$ cat src/design/rlkd_pkg.sv
// Shared types and constants for the resistor ladder key debouncer.
`timescale 1ns / 1ps
package rlkd_pkg;

	localparam int WINDOW_COUNT = 5;
	localparam int BOUND_BITS   = 12;
	localparam int WINDOW_BITS  = 2 * BOUND_BITS;
	localparam int COUNT_BITS   = 8;
	localparam int CODE_BITS    = 3;
	localparam int REG_COUNT    = 8;
	localparam int ADDR_BITS    = 5;
	localparam int DATA_BITS    = 32;

	typedef logic [CODE_BITS-1:0]   key_code_t;
	typedef logic [COUNT_BITS-1:0]  count_t;
	typedef logic [WINDOW_BITS-1:0] window_t;
	typedef window_t [WINDOW_COUNT-1:0] window_array_t;

	typedef enum logic [2:0] {
		REG_WINDOW_VOLUME_DOWN = 3'd0,
		REG_WINDOW_VOLUME_UP   = 3'd1,
		REG_WINDOW_SEEK_DOWN   = 3'd2,
		REG_WINDOW_SEEK_UP     = 3'd3,
		REG_WINDOW_MODE_KEY    = 3'd4,
		REG_CONFIRM_COUNT      = 3'd5,
		REG_MAX_COUNT          = 3'd6,
		REG_LONG_PRESS_TICKS   = 3'd7
	} reg_index_t;

	localparam window_t RST_WINDOW_VOLUME_DOWN = 24'd258071;
	localparam window_t RST_WINDOW_VOLUME_UP   = 24'd553055;
	localparam window_t RST_WINDOW_SEEK_DOWN   = 24'd1745282;
	localparam window_t RST_WINDOW_SEEK_UP     = 24'd1016016;
	localparam window_t RST_WINDOW_MODE_KEY    = 24'd2917024;
	localparam count_t  RST_CONFIRM_COUNT      = 8'd2;
	localparam count_t  RST_MAX_COUNT          = 8'd3;
	localparam count_t  RST_LONG_PRESS_TICKS   = 8'd100;

	localparam key_code_t KEY_NONE = 3'd0;

	// Debounce settings handed to the back end.
	typedef struct packed {
		count_t confirm_count;
		count_t max_count;
		count_t long_press_ticks;
	} debounce_cfg_t;

	typedef struct packed {
		key_code_t key_code;
		logic      short_press;
		logic      long_press;
	} result_t;

endpackage

$ cat src/design/resistor_ladder_key_debouncer.sv
// Top level of the resistor ladder key debouncer with its register file.
`timescale 1ns / 1ps
// Usage:
//   Samples enter through a queue-style port: adc_sample is taken at a clock
//   edge where push is high and full is low. Each sample gives exactly one
//   result (key_code, short_press, long_press), shown while empty is low and
//   taken at an edge where pop is high.
//   The front end classifies a sample in the cycle it is accepted and writes
//   the key code to a two-entry queue; the back end updates the debounce state
//   and writes the result to a two-entry result queue. A result is visible
//   once its key code has left the code queue and entered the result queue;
//   one sample per clock is sustained while the receiver keeps popping.
//   When the receiver stops popping, the result queue fills, the back end
//   holds, then the code queue fills and full rises; nothing is dropped.
//   Reset (arst_n low) empties both queues, clears the held key, counter and
//   timer, and loads the default windows and thresholds. Registers are written
//   over the APB port at byte address 4*index by the user, only while no
//   sample is in flight, unenforced by the block; pready is always high.
module resistor_ladder_key_debouncer
	import rlkd_pkg::*;
#(
	parameter int SAMPLE_BITS = 12
) (
	input  logic                   clk,
	input  logic                   arst_n,
	input  logic                   push,
	input  logic [SAMPLE_BITS-1:0] adc_sample,
	output logic                   full,
	input  logic                   pop,
	output logic                   empty,
	output logic [CODE_BITS-1:0]   key_code,
	output logic                   short_press,
	output logic                   long_press,
	input  logic                   psel,
	input  logic                   penable,
	input  logic                   pwrite,
	input  logic [ADDR_BITS-1:0]   paddr,
	input  logic [DATA_BITS-1:0]   pwdata,
	output logic [DATA_BITS-1:0]   prdata,
	output logic                   pready
);

	window_array_t windows_q;
	debounce_cfg_t cfg_q;
	reg_index_t    reg_idx;
	logic          reg_write;

	key_code_t     front_code;
	logic          code_empty;
	key_code_t     code_head;
	logic          code_take;
	logic          result_full;
	logic          result_push;
	result_t       result_in;
	result_t       result_head;

	assign pready    = 1'b1;
	assign reg_idx   = reg_index_t'(paddr[ADDR_BITS-1:2]);
	assign reg_write = psel && penable && pwrite && pready;

	always_ff @(posedge clk or negedge arst_n) begin
		if (!arst_n) begin
			windows_q[0]           <= RST_WINDOW_VOLUME_DOWN;
			windows_q[1]           <= RST_WINDOW_VOLUME_UP;
			windows_q[2]           <= RST_WINDOW_SEEK_DOWN;
			windows_q[3]           <= RST_WINDOW_SEEK_UP;
			windows_q[4]           <= RST_WINDOW_MODE_KEY;
			cfg_q.confirm_count    <= RST_CONFIRM_COUNT;
			cfg_q.max_count        <= RST_MAX_COUNT;
			cfg_q.long_press_ticks <= RST_LONG_PRESS_TICKS;
		end else if (reg_write) begin
			unique case (reg_idx)
				REG_WINDOW_VOLUME_DOWN: windows_q[0] <= pwdata[WINDOW_BITS-1:0];
				REG_WINDOW_VOLUME_UP:   windows_q[1] <= pwdata[WINDOW_BITS-1:0];
				REG_WINDOW_SEEK_DOWN:   windows_q[2] <= pwdata[WINDOW_BITS-1:0];
				REG_WINDOW_SEEK_UP:     windows_q[3] <= pwdata[WINDOW_BITS-1:0];
				REG_WINDOW_MODE_KEY:    windows_q[4] <= pwdata[WINDOW_BITS-1:0];
				REG_CONFIRM_COUNT:      cfg_q.confirm_count <= pwdata[COUNT_BITS-1:0];
				REG_MAX_COUNT:          cfg_q.max_count <= pwdata[COUNT_BITS-1:0];
				REG_LONG_PRESS_TICKS:   cfg_q.long_press_ticks <= pwdata[COUNT_BITS-1:0];
				default:                ;
			endcase
		end
	end

	always_comb begin
		unique case (reg_idx)
			REG_WINDOW_VOLUME_DOWN: prdata = DATA_BITS'(windows_q[0]);
			REG_WINDOW_VOLUME_UP:   prdata = DATA_BITS'(windows_q[1]);
			REG_WINDOW_SEEK_DOWN:   prdata = DATA_BITS'(windows_q[2]);
			REG_WINDOW_SEEK_UP:     prdata = DATA_BITS'(windows_q[3]);
			REG_WINDOW_MODE_KEY:    prdata = DATA_BITS'(windows_q[4]);
			REG_CONFIRM_COUNT:      prdata = DATA_BITS'(cfg_q.confirm_count);
			REG_MAX_COUNT:          prdata = DATA_BITS'(cfg_q.max_count);
			REG_LONG_PRESS_TICKS:   prdata = DATA_BITS'(cfg_q.long_press_ticks);
			default:                prdata = '0;
		endcase
	end

	rlkd_front #(
		.SAMPLE_BITS(SAMPLE_BITS)
	) u_front (
		.adc_sample(adc_sample),
		.windows   (windows_q),
		.key_code  (front_code)
	);

	rlkd_fifo #(
		.WIDTH(CODE_BITS)
	) u_code_queue (
		.clk   (clk),
		.arst_n(arst_n),
		.push  (push),
		.wdata (front_code),
		.full  (full),
		.pop   (code_take),
		.rdata (code_head),
		.empty (code_empty)
	);

	rlkd_back u_back (
		.clk        (clk),
		.arst_n     (arst_n),
		.cfg        (cfg_q),
		.code_valid (!code_empty),
		.code       (code_head),
		.code_take  (code_take),
		.result_full(result_full),
		.result_push(result_push),
		.result     (result_in)
	);

	rlkd_fifo #(
		.WIDTH($bits(result_t))
	) u_result_queue (
		.clk   (clk),
		.arst_n(arst_n),
		.push  (result_push),
		.wdata (result_in),
		.full  (result_full),
		.pop   (pop),
		.rdata (result_head),
		.empty (empty)
	);

	assign key_code    = result_head.key_code;
	assign short_press = result_head.short_press;
	assign long_press  = result_head.long_press;

endmodule

$ cat src/design/rlkd_fifo.sv
// Two-entry queue used between front and back and at the result side.
`timescale 1ns / 1ps
module rlkd_fifo #(
	parameter int WIDTH = 3
) (
	input  logic             clk,
	input  logic             arst_n,
	input  logic             push,
	input  logic [WIDTH-1:0] wdata,
	output logic             full,
	input  logic             pop,
	output logic [WIDTH-1:0] rdata,
	output logic             empty
);

	logic [WIDTH-1:0] mem_q [2];
	logic             wr_ptr_q;
	logic             rd_ptr_q;
	logic [1:0]       count_q;
	logic             do_push;
	logic             do_pop;

	assign full    = (count_q == 2'd2);
	assign empty   = (count_q == 2'd0);
	assign do_push = push && !full;
	assign do_pop  = pop && !empty;
	assign rdata   = mem_q[rd_ptr_q];

	always_ff @(posedge clk) begin
		if (do_push) begin
			mem_q[wr_ptr_q] <= wdata;
		end
	end

	always_ff @(posedge clk or negedge arst_n) begin
		if (!arst_n) begin
			wr_ptr_q <= 1'b0;
			rd_ptr_q <= 1'b0;
			count_q  <= 2'd0;
		end else begin
			if (do_push) begin
				wr_ptr_q <= !wr_ptr_q;
			end
			if (do_pop) begin
				rd_ptr_q <= !rd_ptr_q;
			end
			unique case ({do_push, do_pop})
				2'b10:   count_q <= count_q + 2'd1;
				2'b01:   count_q <= count_q - 2'd1;
				default: count_q <= count_q;
			endcase
		end
	end

endmodule

$ cat src/design/rlkd_front.sv
// Front end: classifies a sample against the five key windows.
`timescale 1ns / 1ps
module rlkd_front
	import rlkd_pkg::*;
#(
	parameter int SAMPLE_BITS = 12
) (
	input  logic [SAMPLE_BITS-1:0] adc_sample,
	input  window_array_t          windows,
	output key_code_t              key_code
);

	localparam int CMP_BITS = (SAMPLE_BITS > BOUND_BITS) ? SAMPLE_BITS : BOUND_BITS;

	logic [CMP_BITS-1:0]     sample_ext;
	logic [WINDOW_COUNT-1:0] hit;

	assign sample_ext = CMP_BITS'(adc_sample);

	always_comb begin
		for (int k = 0; k < WINDOW_COUNT; k++) begin
			hit[k] = (sample_ext >= CMP_BITS'(windows[k][BOUND_BITS-1:0]))
				&& (sample_ext <= CMP_BITS'(windows[k][WINDOW_BITS-1:BOUND_BITS]));
		end
	end

	// Lowest-numbered window wins on overlap: scan downward so it is assigned last.
	always_comb begin
		key_code = KEY_NONE;
		for (int k = WINDOW_COUNT - 1; k >= 0; k--) begin
			if (hit[k]) begin
				key_code = CODE_BITS'(k + 1);
			end
		end
	end

endmodule

$ cat src/design/rlkd_back.sv
// Back end: agreement counter, hold timer and press detection.
`timescale 1ns / 1ps
module rlkd_back
	import rlkd_pkg::*;
(
	input  logic          clk,
	input  logic          arst_n,
	input  debounce_cfg_t cfg,
	input  logic          code_valid,
	input  key_code_t     code,
	output logic          code_take,
	input  logic          result_full,
	output logic          result_push,
	output result_t       result
);

	key_code_t held_key_q;
	count_t    agree_count_q;
	count_t    hold_timer_q;

	logic      agree;
	count_t    count_next;
	logic      short_hit;
	logic      long_hit;

	assign code_take   = code_valid && !result_full;
	assign result_push = code_take;
	assign agree       = (code == held_key_q);

	always_comb begin
		if (agree) begin
			count_next = (agree_count_q < cfg.max_count) ? agree_count_q + 8'd1
				: agree_count_q;
		end else begin
			count_next = (agree_count_q != '0) ? agree_count_q - 8'd1 : agree_count_q;
		end
	end

	assign short_hit = agree && (count_next == cfg.confirm_count);
	assign long_hit  = agree && (hold_timer_q == cfg.long_press_ticks);

	assign result.key_code    = code;
	assign result.short_press = short_hit && (code != KEY_NONE);
	assign result.long_press  = long_hit && (code != KEY_NONE);

	always_ff @(posedge clk or negedge arst_n) begin
		if (!arst_n) begin
			held_key_q    <= KEY_NONE;
			agree_count_q <= '0;
			hold_timer_q  <= '0;
		end else if (code_take) begin
			agree_count_q <= count_next;
			if (agree) begin
				hold_timer_q <= hold_timer_q + 8'd1;
			end else begin
				hold_timer_q <= '0;
				// switch keys only once the old one has drained
				if (count_next == '0) begin
					held_key_q <= code;
				end
			end
		end
	end

endmodule
$ cat config.mk
export PLATFORM = sky130hd
export DESIGN_NAME = resistor_ladder_key_debouncer
export DESIGN_NICKNAME = d
export VERILOG_FILES = /design/src/design/rlkd_pkg.sv /design/src/design/resistor_ladder_key_debouncer.sv /design/src/design/rlkd_fifo.sv /design/src/design/rlkd_front.sv /design/src/design/rlkd_back.sv
export SDC_FILE = /design/constraint.sdc
export NUM_CORES = 1
export LEC_CHECK = 0
export BUFFER_PORTS_ARGS = -buffer_cell sky130_fd_sc_hd__buf_2
export CAP_MARGIN = 20
export CORE_MARGIN = 10
export CORE_UTILIZATION = 60
export DETAILED_ROUTE_END_ITERATION = 8
export PLACE_DENSITY = 0.8
export SLEW_MARGIN = 20
export SYNTH_ARGS = -nofsm -noshare
export SYNTH_HDL_FRONTEND = slang
export SYNTH_HIERARCHICAL = 1
export SYNTH_SLANG_ARGS = --single-unit
$ cat constraint.sdc
create_clock -name clk -period 3.65 [get_ports clk]
set_input_delay 0.1825 -clock clk [delete_from_list [all_inputs] [get_ports clk]]
set_output_delay 0.1825 -clock clk [all_outputs]
set_load 0.02 [all_outputs]
==> tab_implementation.tex, run 1 <==
\begin{tabular}{lr}
\hline
Metric & Value \\
\hline
\multicolumn{2}{l}{\textbf{Pwr}} \\
Leakage Power & 6.59 nW \\
Clock network fraction of total power & 0.230 \\
Int Pwr & 5.41 mW \\
Total chip power & 8.79 mW \\
Sequential fraction of design power & 0.359 \\
Max IR drop VDD & 0.291 mV \\
Share of total power in combinational logic & 0.412 \\
Switch Pwr & 3.38 mW \\
Power per Cell Area & 625 nW/um\^{}2 \\
Proportion of total power due to net switching & 0.384 \\
\multicolumn{2}{l}{\textbf{Cells and area}} \\
Total inserted antenna cells & 0 \\
Share of final-layout standard cells stronger than drive strength 1 & 0.287 \\
Area growth from synthesis to layout & 9.69\% \\
Commonest cells after routing, fill and taps aside & 134 x inv\_1, 133 x ha\_1, 122 x dfrtp\_1, 112 x mux2\_2, 75 x buf\_2 \\
Total non-filler cell area in the finished layout & 14100 um\^{}2 \\
Final Net Count & 1461 \\
Most common cell after layout, fill and taps aside & inv\_1 \\
Post-route insts no fill & 1560 \\
\multicolumn{2}{l}{\textbf{Global routing}} \\
GRT Overall Usage & 0.242 \\
Number of antenna violations at the first check in global routing & 2 \\
GR Overflow Total & 0 \\
Global-route wire length before repair & 54400 um \\
Vias in the first global route & 10009 \\
Pin count of the biggest net entering global routing & 83 \\
\multicolumn{2}{l}{\textbf{Synth}} \\
Yosys warning count & 6 \\
Netlist Area Pre-Place & 12800 um\^{}2 \\
Dominant synthesized flop cell & dfrtp\_1 \\
Cells after Synth & 1202 \\
Share of synthesized area occupied by flip-flops and latches & 0.376 \\
Average size of a mapped cell & 10.7 um\^{}2 \\
EDFF count, synth & 16 \\
Number of synthesized register bits & 187 \\
Cell variety after synth & 87 \\
Share of flip-flops with an asynchronous set or reset & 0.914 \\
\multicolumn{2}{l}{\textbf{Floorplanning}} \\
Die area & 27600 um\^{}2 \\
Initial Util & 0.610 \\
Vert. Die Dim & 166 um \\
Area of the core & 21000 um\^{}2 \\
Num rows & 53 \\
Overall die width & 166 um \\
Number of placed I/O pins & 96 \\
\multicolumn{2}{l}{\textbf{Place}} \\
Placer Congestion & 0.941 \\
Instance count after placement with tap cells included & 1525 \\
Cell area reported after detailed placement & 13400 um\^{}2 \\
HPWL after detailed placement & 24500 um \\
Number of port buffers & 76 \\
\multicolumn{2}{l}{\textbf{Timing}} \\
Final critical-path required period & 3.47 ns \\
Unrepaired setup endpoints after global routing & no \\
Max-slew headroom at the worst pin & 0.441 \\
Count of endpoints failing setup in the final report & 0 \\
Post-route setup TNS & 0 ns \\
Worst Max-Slew Pin Slew & 0.839 ns \\
Total count of max-transition violations in the final report & 0 \\
Achievable clock frequency & 288 MHz \\
Worst hold slack across all endpoints & 0.0167 ns \\
Count of endpoints failing hold in the final timing report & 0 \\
Final critical-path share of the clock period & 0.951 \\
Final worst clock skew & 0.0163 ns \\
\multicolumn{2}{l}{\textbf{Status}} \\
Run status & complete, no violations \\
\multicolumn{2}{l}{\textbf{Route}} \\
Routed vias & 9729 \\
Antenna Violating Nets Remaining & 0 \\
TritonRoute pass-1 iters & 7 \\
Number of DRC markers in iteration 0 & 744 \\
Routed wire per std cell & 21.7 um \\
Detailed-route DRC error count & 0 \\
Sum of routed wire length over all layers & 33900 um \\
Vias per inst & 6.24 \\
\multicolumn{2}{l}{\textbf{Worst hold path}} \\
Worst hold path class & input pin to flop \\
\multicolumn{2}{l}{\textbf{Clock network}} \\
Count of clock tree sinks & 187 \\
CTS tree & done \\
Worst-skew pair later-pin latency & 0.46 ns \\
Clock transition at the register clock pins on the worst setup and hold paths after CTS & 0.08 ns \\
CTS-repair resized insts & 0 \\
Clock root buffer master & clkbuf\_16 \\
Number of buffers between clock root and the deepest sink & 2 \\
Maximum level of the CTS H-tree & 4 \\
Number of buffers inserted during clock tree synthesis & 17 \\
\multicolumn{2}{l}{\textbf{Critical path}} \\
CP startpoint kind & flop \\
Arrival time of the worst setup path & 3.70 ns \\
Required time reported for the critical path endpoint & 3.88 ns \\
Worst setup EP type & flop \\
Maximum fanout along the worst path & 6 \\
Category of the critical setup timing path & flop to flop \\
\multicolumn{2}{l}{\textbf{Run}} \\
Max-cap violations & 0 \\
\hline
\end{tabular}
==> metal layers <==
layer  track usage  vias to the layer above  wire, um
li1              -                     4435         -
met1         0.307                     4811     14400
met2         0.386                      394     16000
met3        0.0653                       85      2510
met4        0.0913                        4       996
met5             0                        -        27
==> power groups by stage <==
stage          Sequential (mW)  Combinational [mW]  Clock (mW)
6_report                  3.15                3.62        2.02
5_1_grt                   3.21                4.00        2.12
4_1_cts                   3.14                3.54        2.03
3_5_place_dp              3.17                3.50           0
3_3_place_gp              3.14                3.37           0
2_1_floorplan             3.03                2.69           0
==> cell families (layout without fill, tap and decap cells) <==
logic type	Yosys count	after routing	synth area share
AO/OA/AOI/OAI	210	210	0.115
flip-flops	187	187	0.376
XOR/XNOR	32	32	0.0233
buffers and inverters	191	267	0.0673
AND/OR/NAND/NOR	247	247	0.105
multiplexers	200	200	0.183
other	2	9	0.000585
adder cells (fa/ha/maj)	133	133	0.130
==> sequential cells by signal (all words and copies together) (netlist names) <==
| register | flops |
|---|---|
| u_result_queue/wr_ptr_q | 1 |
| u_back/agree_count_q | 8 |
| u_code_queue/mem_q | 6 |
| u_code_queue/rd_ptr_q | 1 |
| u_back/hold_timer_q | 8 |
| u_result_queue/count_q | 2 |
| u_result_queue/mem_q | 10 |
| u_back/held_key_q | 3 |
| windows_q | 120 |
| u_code_queue/wr_ptr_q | 1 |
| cfg_q | 24 |
| u_result_queue/rd_ptr_q | 1 |
| u_code_queue/count_q | 2 |
==> critical path, cell delays in order, from the launching register on <==
cell and delay (ns):
dfstp_2 0.55, inv_1 0.07, ha_1 0.34, a2111oi_4 0.42, o31a_1 0.35, nand3_1 0.11
o311a_1 0.46, xnor2_4 0.16, or4_1 0.40, nor4_1 0.38
==> path summary, 6_finish.rpt <==
path	start	end	slack [ns]	cells past startpoint
max	cfg_q[9]	u_result_queue/mem_q[0][1]	0.18	9
min	pwdata[22]	windows_q[70]	0.02	2
max reg2reg	cfg_q[9]	u_result_queue/mem_q[0][1]	0.18	9
min reg2reg	u_code_queue/wr_ptr_q	u_code_queue/wr_ptr_q	0.49	1
max in group asynchronous	arst_n	windows_q[111]	2.35	3
min in group asynchronous	arst_n	u_result_queue/rd_ptr_q	0.37	2
==> cell usage after synthesis, types with 4 or more instances <==
cell	instances	share of area
nor3b_1	25	0.015
dfstp_2	49	0.10
buf_4	15	0.0088
a211o_1	17	0.012
nand2_1	58	0.017
and4_1	5	0.0034
edfxtp_1	16	0.037
o31a_1	4	0.0027
nor3_1	12	0.0047
mux2_4	40	0.047
and3_1	5	0.0024
o22ai_1	11	0.0054
a21oi_1	56	0.022
o31ai_1	7	0.0041
inv_1	134	0.039
nand2b_1	10	0.0049
nand3_1	20	0.0078
clkbuf_1	17	0.0050
a211oi_1	14	0.0082
a21o_1	14	0.0082
o21ai_0	33	0.013
o22a_1	9	0.0061
nor2_1	53	0.016
o211ai_1	6	0.0035
mux2i_1	45	0.035
xor2_1	11	0.0075
xnor2_1	20	0.014
buf_6	8	0.0070
buf_2	16	0.0062
dfrtp_1	122	0.24
nand4_1	21	0.010
nor2b_1	4	0.0020
ha_1	133	0.13
mux2_2	112	0.098
==> cell type report <==
type,count,area [um^2]
multi-input combinational,831,7180
fill,1584,6950
sequential,187,4820
timing repair buffer,101,602
inverter,134,503
clock buffer,19,447
tap,275,344
clock inverter,13,178
==> what timing repair did <==
action	in CTS	in global routing
setup endpoints to repair	0	2
buffers inserted	0	2
endpoints found under the hold margin	58	0
hold buffers	1	0
==> per-stage QoR <==
step	worst slack, ns	util
2_1_floorplan	0.590	-
3_3_place_gp	0.301	0.639
3_5_place_dp	0.196	0.639
4_1_cts	0.165	0.669
5_1_grt	0.0134	0.669
6_report	0.180	0.669
(Power assumes the default switching activity.)
==> inputs of run 2 (changes only) <==
MAX_ROUTING_LAYER = met4   (was not set)
==> run 2 against run 1 <==
Effect of this change:
- setup slack improved by 0.053 ns
- die area unchanged
- first-iteration DRC count increased by 5.2%
- largest power group unchanged
- highest routed layer is now met4
==> tab_implementation.tex, run 2 (synthesis gave the netlist of run 1 again) <==
\begin{tabular}{lr}
\hline
Metric & Value \\
\hline
\multicolumn{2}{l}{\textbf{Clock network}} \\
Count of clock tree sinks & 187 (unchanged) \\
Post-CTS Setup Bufs & 0 (unchanged) \\
Clock transition at the register clock pins on the worst setup and hold paths after CTS & 0.07 ns (was 0.08 ns) \\
Clock root buffer master & clkbuf\_16 (unchanged) \\
Maximum level of the CTS H-tree & 4 (unchanged) \\
Number of buffers between clock root and the deepest sink & 2 (unchanged) \\
CTS tree & done (unchanged) \\
Number of buffers inserted during clock tree synthesis & 17 (unchanged) \\
Worst-skew pair later-pin latency & 0.45 ns (was 0.46 ns) \\
\multicolumn{2}{l}{\textbf{Route}} \\
Sum of routed wire length over all layers & 33300 um (was 33900 um) \\
TritonRoute pass-1 iters & 5 (was 7) \\
Routed vias & 9515 (was 9729) \\
Routed wire per std cell & 21.3 um (was 21.7 um) \\
Antenna Violating Nets Remaining & 0 (unchanged) \\
Detailed-route DRC error count & 0 (unchanged) \\
Vias per inst & 6.11 (was 6.24) \\
Number of DRC markers in iteration 0 & 783 (was 744) \\
\multicolumn{2}{l}{\textbf{Critical path}} \\
Reg-to-Reg Start & u\_back/agree\_count\_q[3] (was cfg\_q[9]) \\
Worst-path cell chain & or4b\_4 > or4\_1 > and2\_2 > mux2i\_1 > o211ai\_1 > nand4\_1 > nor3\_1 > mux2\_2 (was inv\_1 > ha\_1 > a2111oi\_4 > o31a\_1 > nand3\_1 > o311a\_1 > xnor2\_4 > or4\_1 > nor4\_1) \\
Worst path slowest cell & or4b\_4 (was dfstp\_2) \\
Maximum fanout along the worst path & 12 (was 6) \\
Category of the critical setup timing path & flop to flop (unchanged) \\
End point of the critical path & u\_back/held\_key\_q[1] (was u\_result\_queue/mem\_q[0][1]) \\
Setup slack on the worst flop-to-flop path & 0.23 ns (was 0.18 ns) \\
Worst reg2reg endpoint & u\_back/held\_key\_q[1] (was u\_result\_queue/mem\_q[0][1]) \\
Cell depth of the worst setup path & 8 (was 9) \\
Worst R2R Path Depth & 8 (was 9) \\
Required time reported for the critical path endpoint & 3.97 ns (was 3.88 ns) \\
Total buffers and inverters traversed by the critical path & 0 (was 1) \\
Worst setup startpoint & u\_back/agree\_count\_q[3] (was cfg\_q[9]) \\
Family with the most delay on the worst path & simple AND/OR/NAND/NOR gates (was compound AO/OA/AOI/OAI gates) \\
CP startpoint kind & flop (unchanged) \\
Arrival time of the worst setup path & 3.74 ns (was 3.70 ns) \\
Worst setup EP type & flop (unchanged) \\
Max incr delay on CP & 0.59 ns (was 0.55 ns) \\
\multicolumn{2}{l}{\textbf{Pwr}} \\
Leakage Power & 6.52 nW (was 6.59 nW) \\
Power per Cell Area & 609 nW/um\^{}2 (was 625 nW/um\^{}2) \\
Total chip power & 8.52 mW (was 8.79 mW) \\
Max IR drop VDD & 0.339 mV (was 0.291 mV) \\
\multicolumn{2}{l}{\textbf{Cells and area}} \\
Most common cell after layout, fill and taps aside & inv\_1 (unchanged) \\
Total non-filler cell area in the finished layout & 14000 um\^{}2 (was 14100 um\^{}2) \\
Number of fill cells & 1613 (was 1584) \\
Final Net Count & 1457 (was 1461) \\
Top Registers & windows\_q x120, cfg\_q x24, u\_result\_queue/mem\_q x10 (unchanged) \\
Commonest cells after routing, fill and taps aside & 134 x inv\_1, 133 x ha\_1, 122 x dfrtp\_1, 112 x mux2\_2, 75 x buf\_2 (unchanged) \\
Share of final-layout standard cells stronger than drive strength 1 & 0.284 (was 0.287) \\
Area growth from synthesis to layout & 8.95\% (was 9.69\%) \\
Most flop-heavy register & windows\_q (unchanged) \\
Post-route insts no fill & 1558 (was 1560) \\
Max reg flops & 120 (unchanged) \\
\multicolumn{2}{l}{\textbf{Global routing}} \\
Vias in the first global route & 9468 (was 10009) \\
Global-route wire length before repair & 52700 um (was 54400 um) \\
GRT Overall Usage & 0.241 (was 0.242) \\
GR Overflow Total & 0 (unchanged) \\
Pin count of the biggest net entering global routing & 103 (was 83) \\
Number of antenna violations at the first check in global routing & 2 (unchanged) \\
\multicolumn{2}{l}{\textbf{Timing}} \\
Final critical-path share of the clock period & 0.936 (was 0.951) \\
Achievable clock frequency & 293 MHz (was 288 MHz) \\
Max-slew headroom at the worst pin & 0.344 (was 0.441) \\
Final critical-path required period & 3.42 ns (was 3.47 ns) \\
Count of endpoints failing setup in the final report & 0 (unchanged) \\
Post-route setup TNS & 0 ns (unchanged) \\
Total count of max-transition violations in the final report & 0 (unchanged) \\
Worst Max-Slew Pin Slew & 0.984 ns (was 0.839 ns) \\
Count of endpoints failing hold in the final timing report & 0 (unchanged) \\
Unrepaired setup endpoints after global routing & no (unchanged) \\
Final worst clock skew & 0.00991 ns (was 0.0163 ns) \\
Worst setup slack after layout & 0.233 ns (was 0.180 ns) \\
\multicolumn{2}{l}{\textbf{Floorplanning}} \\
Number of placed I/O pins & 96 (unchanged) \\
Initial Util & 0.610 (unchanged) \\
Num rows & 53 (unchanged) \\
Vert. Die Dim & 166 um (unchanged) \\
Area of the core & 21000 um\^{}2 (unchanged) \\
Overall die width & 166 um (unchanged) \\
Die area & 27600 um\^{}2 (unchanged) \\
\multicolumn{2}{l}{\textbf{Place}} \\
Minimum setup slack after placement & 0.302 ns (was 0.196 ns) \\
Cell area reported after detailed placement & 13400 um\^{}2 (about the same) \\
HPWL after detailed placement & 23600 um (was 24500 um) \\
Placer Congestion & 0.934 (was 0.941) \\
Instance count after placement with tap cells included & 1523 (was 1525) \\
Number of port buffers & 76 (unchanged) \\
\multicolumn{2}{l}{\textbf{Run}} \\
Max-cap violations & 0 (unchanged) \\
\multicolumn{2}{l}{\textbf{Status}} \\
Run status & complete, no violations (unchanged) \\
\multicolumn{2}{l}{\textbf{Worst hold path}} \\
Worst hold path class & input pin to flop (unchanged) \\
\hline
\end{tabular}
## run 2: cell count changes in the layout (fill, tap and decap cells not counted), sizes merged
cell	change
clkinv	+2
bufinv	-3
diode	+2
inv	-3
clkbuf	+3
buf	-4
clkinvlp	+1
## run 2: worst min path at each step
| stage | depth (start not counted) | startpoint | slack (ns) | to |
|---|---|---|---|---|
| 6_report | 2 | pwdata[20] | 0.02 | windows_q[20] |
| 5_1_grt | 2 | pwdata[22] | 0.02 | windows_q[70] |
| 4_1_cts | 2 | pwdata[20] | 0.02 | windows_q[20] |
| 2_1_floorplan | 0 | arst_n | -0.11 | cfg_q[0] |
| 3_3_place_gp | 1 | arst_n | 0.37 | u_result_queue/count_q[1] |
| 3_5_place_dp | 1 | arst_n | 0.38 | u_result_queue/count_q[1] |
## run 2: what timing repair did
| action | CTS | global route |
|---|---|---|
| endpoints found under the hold margin | 72 | 0 |
| hold buffers | 1 | 0 |
| resized for setup | 0 | 1 |
| endpoints found under the setup margin | 0 | 2 |
## run 2: worst reg2reg max path: stages (launching register included)
cell and delay, ns:
dfrtp_1 0.54, or4b_4 0.59, or4_1 0.58, and2_2 0.30, mux2i_1 0.12, o211ai_1 0.15, nand4_1 0.14, nor3_1 0.47
mux2_2 0.40
## run 2: metal layers
layer | global-route usage | routed length, um | vias to the layer above
li1 | - | - | 4417
met2 | 0.380 | 15800 | 311
met1 | 0.314 | 14800 | 4736
met4 | 0.0722 | 656 | 0
met5 | - | 0 | -
met3 | 0.0405 | 2040 | 51
## run 2: layout make-up
type / instances / area, um^2 / area share
Tap cell: 275 / 344 / 0.0246
Inverter: 134 / 503 / 0.0360
Clock buffer: 22 / 468 / 0.0335
Clock inverter: 10 / 83.8 / 0.00600
Multi-Input combinational cell: 831 / 7180 / 0.514
Antenna cell: 2 / 5.00 / 0.000358
Timing Repair Buffer: 97 / 572 / 0.0409
Sequential cell: 187 / 4820 / 0.345
## run 2: where the power goes
group / leakage, nW / total [mW] / internal (mW) / switching (mW)
clock network: 0.267 / 1.82 / 0.929 / 0.889
logic: 4.04 / 3.53 / 1.54 / 1.99
registers: 2.22 / 3.17 / 2.72 / 0.455
total: 6.52 / 8.52 / 5.19 / 3.33
## run 2: metrics by stage
stage | hold WS [ns] | utilization
after floorplan | -0.113 | -
after global placement | 0.371 | 0.638
after detailed placement | 0.380 | 0.638
after CTS | 0.0187 | 0.665
after global routing | 0.0217 | 0.665
final | 0.0191 | 0.665
==> inputs of run 3 (changes only) <==
PLACE_DENSITY = 0.91   (was 0.8)
==> run 3 against run 2 <==
Effect of this change:
- routed wire length rose by 4.5%
- clock power grew 3%
- highest routed layer unchanged
- largest cell class unchanged
- design area increased by 0.34%
- combinational power up 3%
- global-route usage up 1.1 points
- die area unchanged
- critical endpoint is now u_result_queue/mem_q[0][1]
- sequential power about the same
- register-to-register slack got worse by 0.08 ns
- power grew 2.1%
- setup slack got worse by 0.075 ns
- largest power group unchanged
==> tab_implementation.tex, run 3 (synthesis gave the netlist of run 1 again) <==
\begin{tabular}{lr}
\hline
Metric & Value \\
\hline
\multicolumn{2}{l}{\textbf{Status}} \\
Run status & complete, no violations (unchanged) \\
\multicolumn{2}{l}{\textbf{Place}} \\
Placer Congestion & 0.935 (was 0.934) \\
Instance count after placement with tap cells included & 1526 (was 1523) \\
HPWL after detailed placement & 24500 um (was 23600 um) \\
Number of port buffers & 76 (unchanged) \\
\multicolumn{2}{l}{\textbf{Global routing}} \\
GR Overflow Total & 0 (unchanged) \\
Global-route wire length before repair & 55500 um (was 52700 um) \\
Vias in the first global route & 10369 (was 9468) \\
Pin count of the biggest net entering global routing & 82 (was 103) \\
GRT Overall Usage & 0.252 (was 0.241) \\
Number of antenna violations at the first check in global routing & 3 (was 2) \\
\multicolumn{2}{l}{\textbf{Critical path}} \\
CP startpoint kind & flop (unchanged) \\
Setup slack on the worst flop-to-flop path & 0.16 ns (was 0.23 ns) \\
Max incr delay on CP & 0.58 ns (was 0.59 ns) \\
Arrival time of the worst setup path & 3.74 ns (about the same) \\
Category of the critical setup timing path & flop to flop (unchanged) \\
Maximum fanout along the worst path & 9 (was 12) \\
Worst setup EP type & flop (unchanged) \\
Worst-path cell chain & inv\_1 > ha\_1 > or4b\_4 > or4\_1 > nand3\_1 > nor2\_1 > o21ai\_1 > o211ai\_1 > or4\_1 > nor4\_2 (was or4b\_4 > or4\_1 > and2\_2 > mux2i\_1 > o211ai\_1 > nand4\_1 > nor3\_1 > mux2\_2) \\
Required time reported for the critical path endpoint & 3.90 ns (was 3.97 ns) \\
Worst path slowest cell & or4\_1 (was or4b\_4) \\
CP dominant cell by count & or4\_1 \\
\multicolumn{2}{l}{\textbf{Timing}} \\
Worst hold slack across all endpoints & 0.0146 ns (was 0.0191 ns) \\
Final worst clock skew & 0.0132 ns (was 0.00991 ns) \\
Count of endpoints failing hold in the final timing report & 0 (unchanged) \\
Total count of max-transition violations in the final report & 0 (unchanged) \\
Achievable clock frequency & 286 MHz (was 293 MHz) \\
Worst Max-Slew Pin Slew & 0.794 ns (was 0.984 ns) \\
Unrepaired setup endpoints after global routing & no (unchanged) \\
Count of endpoints failing setup in the final report & 0 (unchanged) \\
Final critical-path required period & 3.49 ns (was 3.42 ns) \\
Max-slew headroom at the worst pin & 0.468 (was 0.344) \\
Final critical-path share of the clock period & 0.957 (was 0.936) \\
Post-route setup TNS & 0 ns (unchanged) \\
\multicolumn{2}{l}{\textbf{Cells and area}} \\
Most flop-heavy register & windows\_q (unchanged) \\
Most common cell after layout, fill and taps aside & inv\_1 (unchanged) \\
Commonest cells after routing, fill and taps aside & 134 x inv\_1, 133 x ha\_1, 122 x dfrtp\_1, 112 x mux2\_2, 75 x buf\_2 (unchanged) \\
Final Net Count & 1461 (was 1457) \\
Top Registers & windows\_q x120, cfg\_q x24, u\_result\_queue/mem\_q x10 (unchanged) \\
Final core utilization & 0.667 (was 0.665) \\
Post-route insts no fill & 1563 (was 1558) \\
Area growth from synthesis to layout & 9.32\% (was 8.95\%) \\
Number of fill cells & 1464 (was 1613) \\
Max reg flops & 120 (unchanged) \\
Share of final-layout standard cells stronger than drive strength 1 & 0.288 (was 0.284) \\
\multicolumn{2}{l}{\textbf{Floorplanning}} \\
Initial Util & 0.610 (unchanged) \\
Number of placed I/O pins & 96 (unchanged) \\
Area of the core & 21000 um\^{}2 (unchanged) \\
Vert. Die Dim & 166 um (unchanged) \\
Die area & 27600 um\^{}2 (unchanged) \\
Overall die width & 166 um (unchanged) \\
Num rows & 53 (unchanged) \\
\multicolumn{2}{l}{\textbf{Route}} \\
Antenna Violating Nets Remaining & 0 (unchanged) \\
Vias per inst & 6.42 (was 6.11) \\
Routed vias & 10035 (was 9515) \\
Detailed-route DRC error count & 0 (unchanged) \\
TritonRoute pass-1 iters & 5 (unchanged) \\
Routed wire per std cell & 22.2 um (was 21.3 um) \\
Sum of routed wire length over all layers & 34800 um (was 33300 um) \\
Number of DRC markers in iteration 0 & 1002 (was 783) \\
\multicolumn{2}{l}{\textbf{Worst hold path}} \\
Worst hold path class & input pin to flop (unchanged) \\
\multicolumn{2}{l}{\textbf{Clock network}} \\
Count of clock tree sinks & 187 (unchanged) \\
Worst-skew pair later-pin latency & 0.45 ns (about the same) \\
Clock transition at the register clock pins on the worst setup and hold paths after CTS & 0.08 ns (was 0.07 ns) \\
Number of buffers inserted during clock tree synthesis & 17 (unchanged) \\
CTS tree & done (unchanged) \\
Maximum level of the CTS H-tree & 4 (unchanged) \\
Clock root buffer master & clkbuf\_16 (unchanged) \\
Number of buffers between clock root and the deepest sink & 2 (unchanged) \\
\multicolumn{2}{l}{\textbf{Run}} \\
Max-cap violations & 0 (unchanged) \\
\multicolumn{2}{l}{\textbf{Pwr}} \\
Leakage Power & 6.55 nW (was 6.52 nW) \\
Max IR drop VDD & 0.397 mV (was 0.339 mV) \\
Total chip power & 8.70 mW (was 8.52 mW) \\
Power per Cell Area & 620 nW/um\^{}2 (was 609 nW/um\^{}2) \\
\hline
\end{tabular}
[run 3: changes by cell type in the layout (fill, tap and decap cells not counted), moves of 2 or more]
cell / delta
buf_4: +6
inv_8: +3
buf_12: -2
clkbuf_8: -2
clkinv_4: -2
[run 3: per-stage QoR]
| step | instance area (um^2) | setup WS [ns] |
|---|---|---|
| CTS | 14000 | 0.114 |
| floorplan | 12900 | 0.590 |
| global placement | 13400 | 0.255 |
| global route | 14000 | 0.0366 |
| finish | 14000 | 0.157 |
| detailed placement | 13400 | 0.142 |
[run 3: area by class of cell]
class | instances | area (um^2) | area share
diodes | 3 | 7.51 | 0.000535
clock buffers | 18 | 429 | 0.0306
clock inverters | 14 | 154 | 0.0110
inverters | 134 | 503 | 0.0359
multi-input cells | 831 | 7190 | 0.513
flip-flops and latches | 187 | 4820 | 0.344
well taps | 275 | 344 | 0.0245
repair buffers | 101 | 577 | 0.0411
[run 3: power breakdown]
group | leakage (nW) | total, mW | internal (mW) | switching, mW
clock network | 0.278 | 1.88 | 0.969 | 0.910
logic | 4.05 | 3.65 | 1.57 | 2.08
registers | 2.22 | 3.17 | 2.72 | 0.452
[run 3: final timing paths]
check                                   startpoint                    endpoint  depth (start not counted)
max                        u_back/agree_count_q[1]  u_result_queue/mem_q[0][1]                         10
min                                     pwdata[22]               windows_q[22]                          2
max reg2reg                u_back/agree_count_q[1]  u_result_queue/mem_q[0][1]                         10
min reg2reg                u_result_queue/wr_ptr_q     u_result_queue/wr_ptr_q                          1
max in group asynchronous                   arst_n              windows_q[115]                          3
min in group asynchronous                   arst_n   u_result_queue/count_q[0]                          2
[run 3: repair_timing]
action	4_1_cts	5_1_grt
buffers inserted	0	1
hold buffers	1	0
endpoints found under the setup margin	0	3
gates resized for setup	0	2
hold endpoints to repair	62	0
[run 3: routing by layer]
| metal | GRT usage | share of wire | vias up |
|---|---|---|---|
| met5 | - | 0 | - |
| met4 | 0.134 | 0.050 | 0 |
| met3 | 0.0426 | 0.064 | 140 |
| met2 | 0.415 | 0.49 | 492 |
| met1 | 0.290 | 0.39 | 4980 |
| li1 | - | - | 4423 |
[run 3: critical path: cells and delay by family, from the launching register on]
kind / cells / cell delay [ns]
AND/OR/NAND/NOR: 6 / 2.21
flip-flops: 1 / 0.49
AO/OA/AOI/OAI: 2 / 0.25
buffers and inverters: 1 / 0.17
adder cells (fa/ha/maj): 1 / 0.17
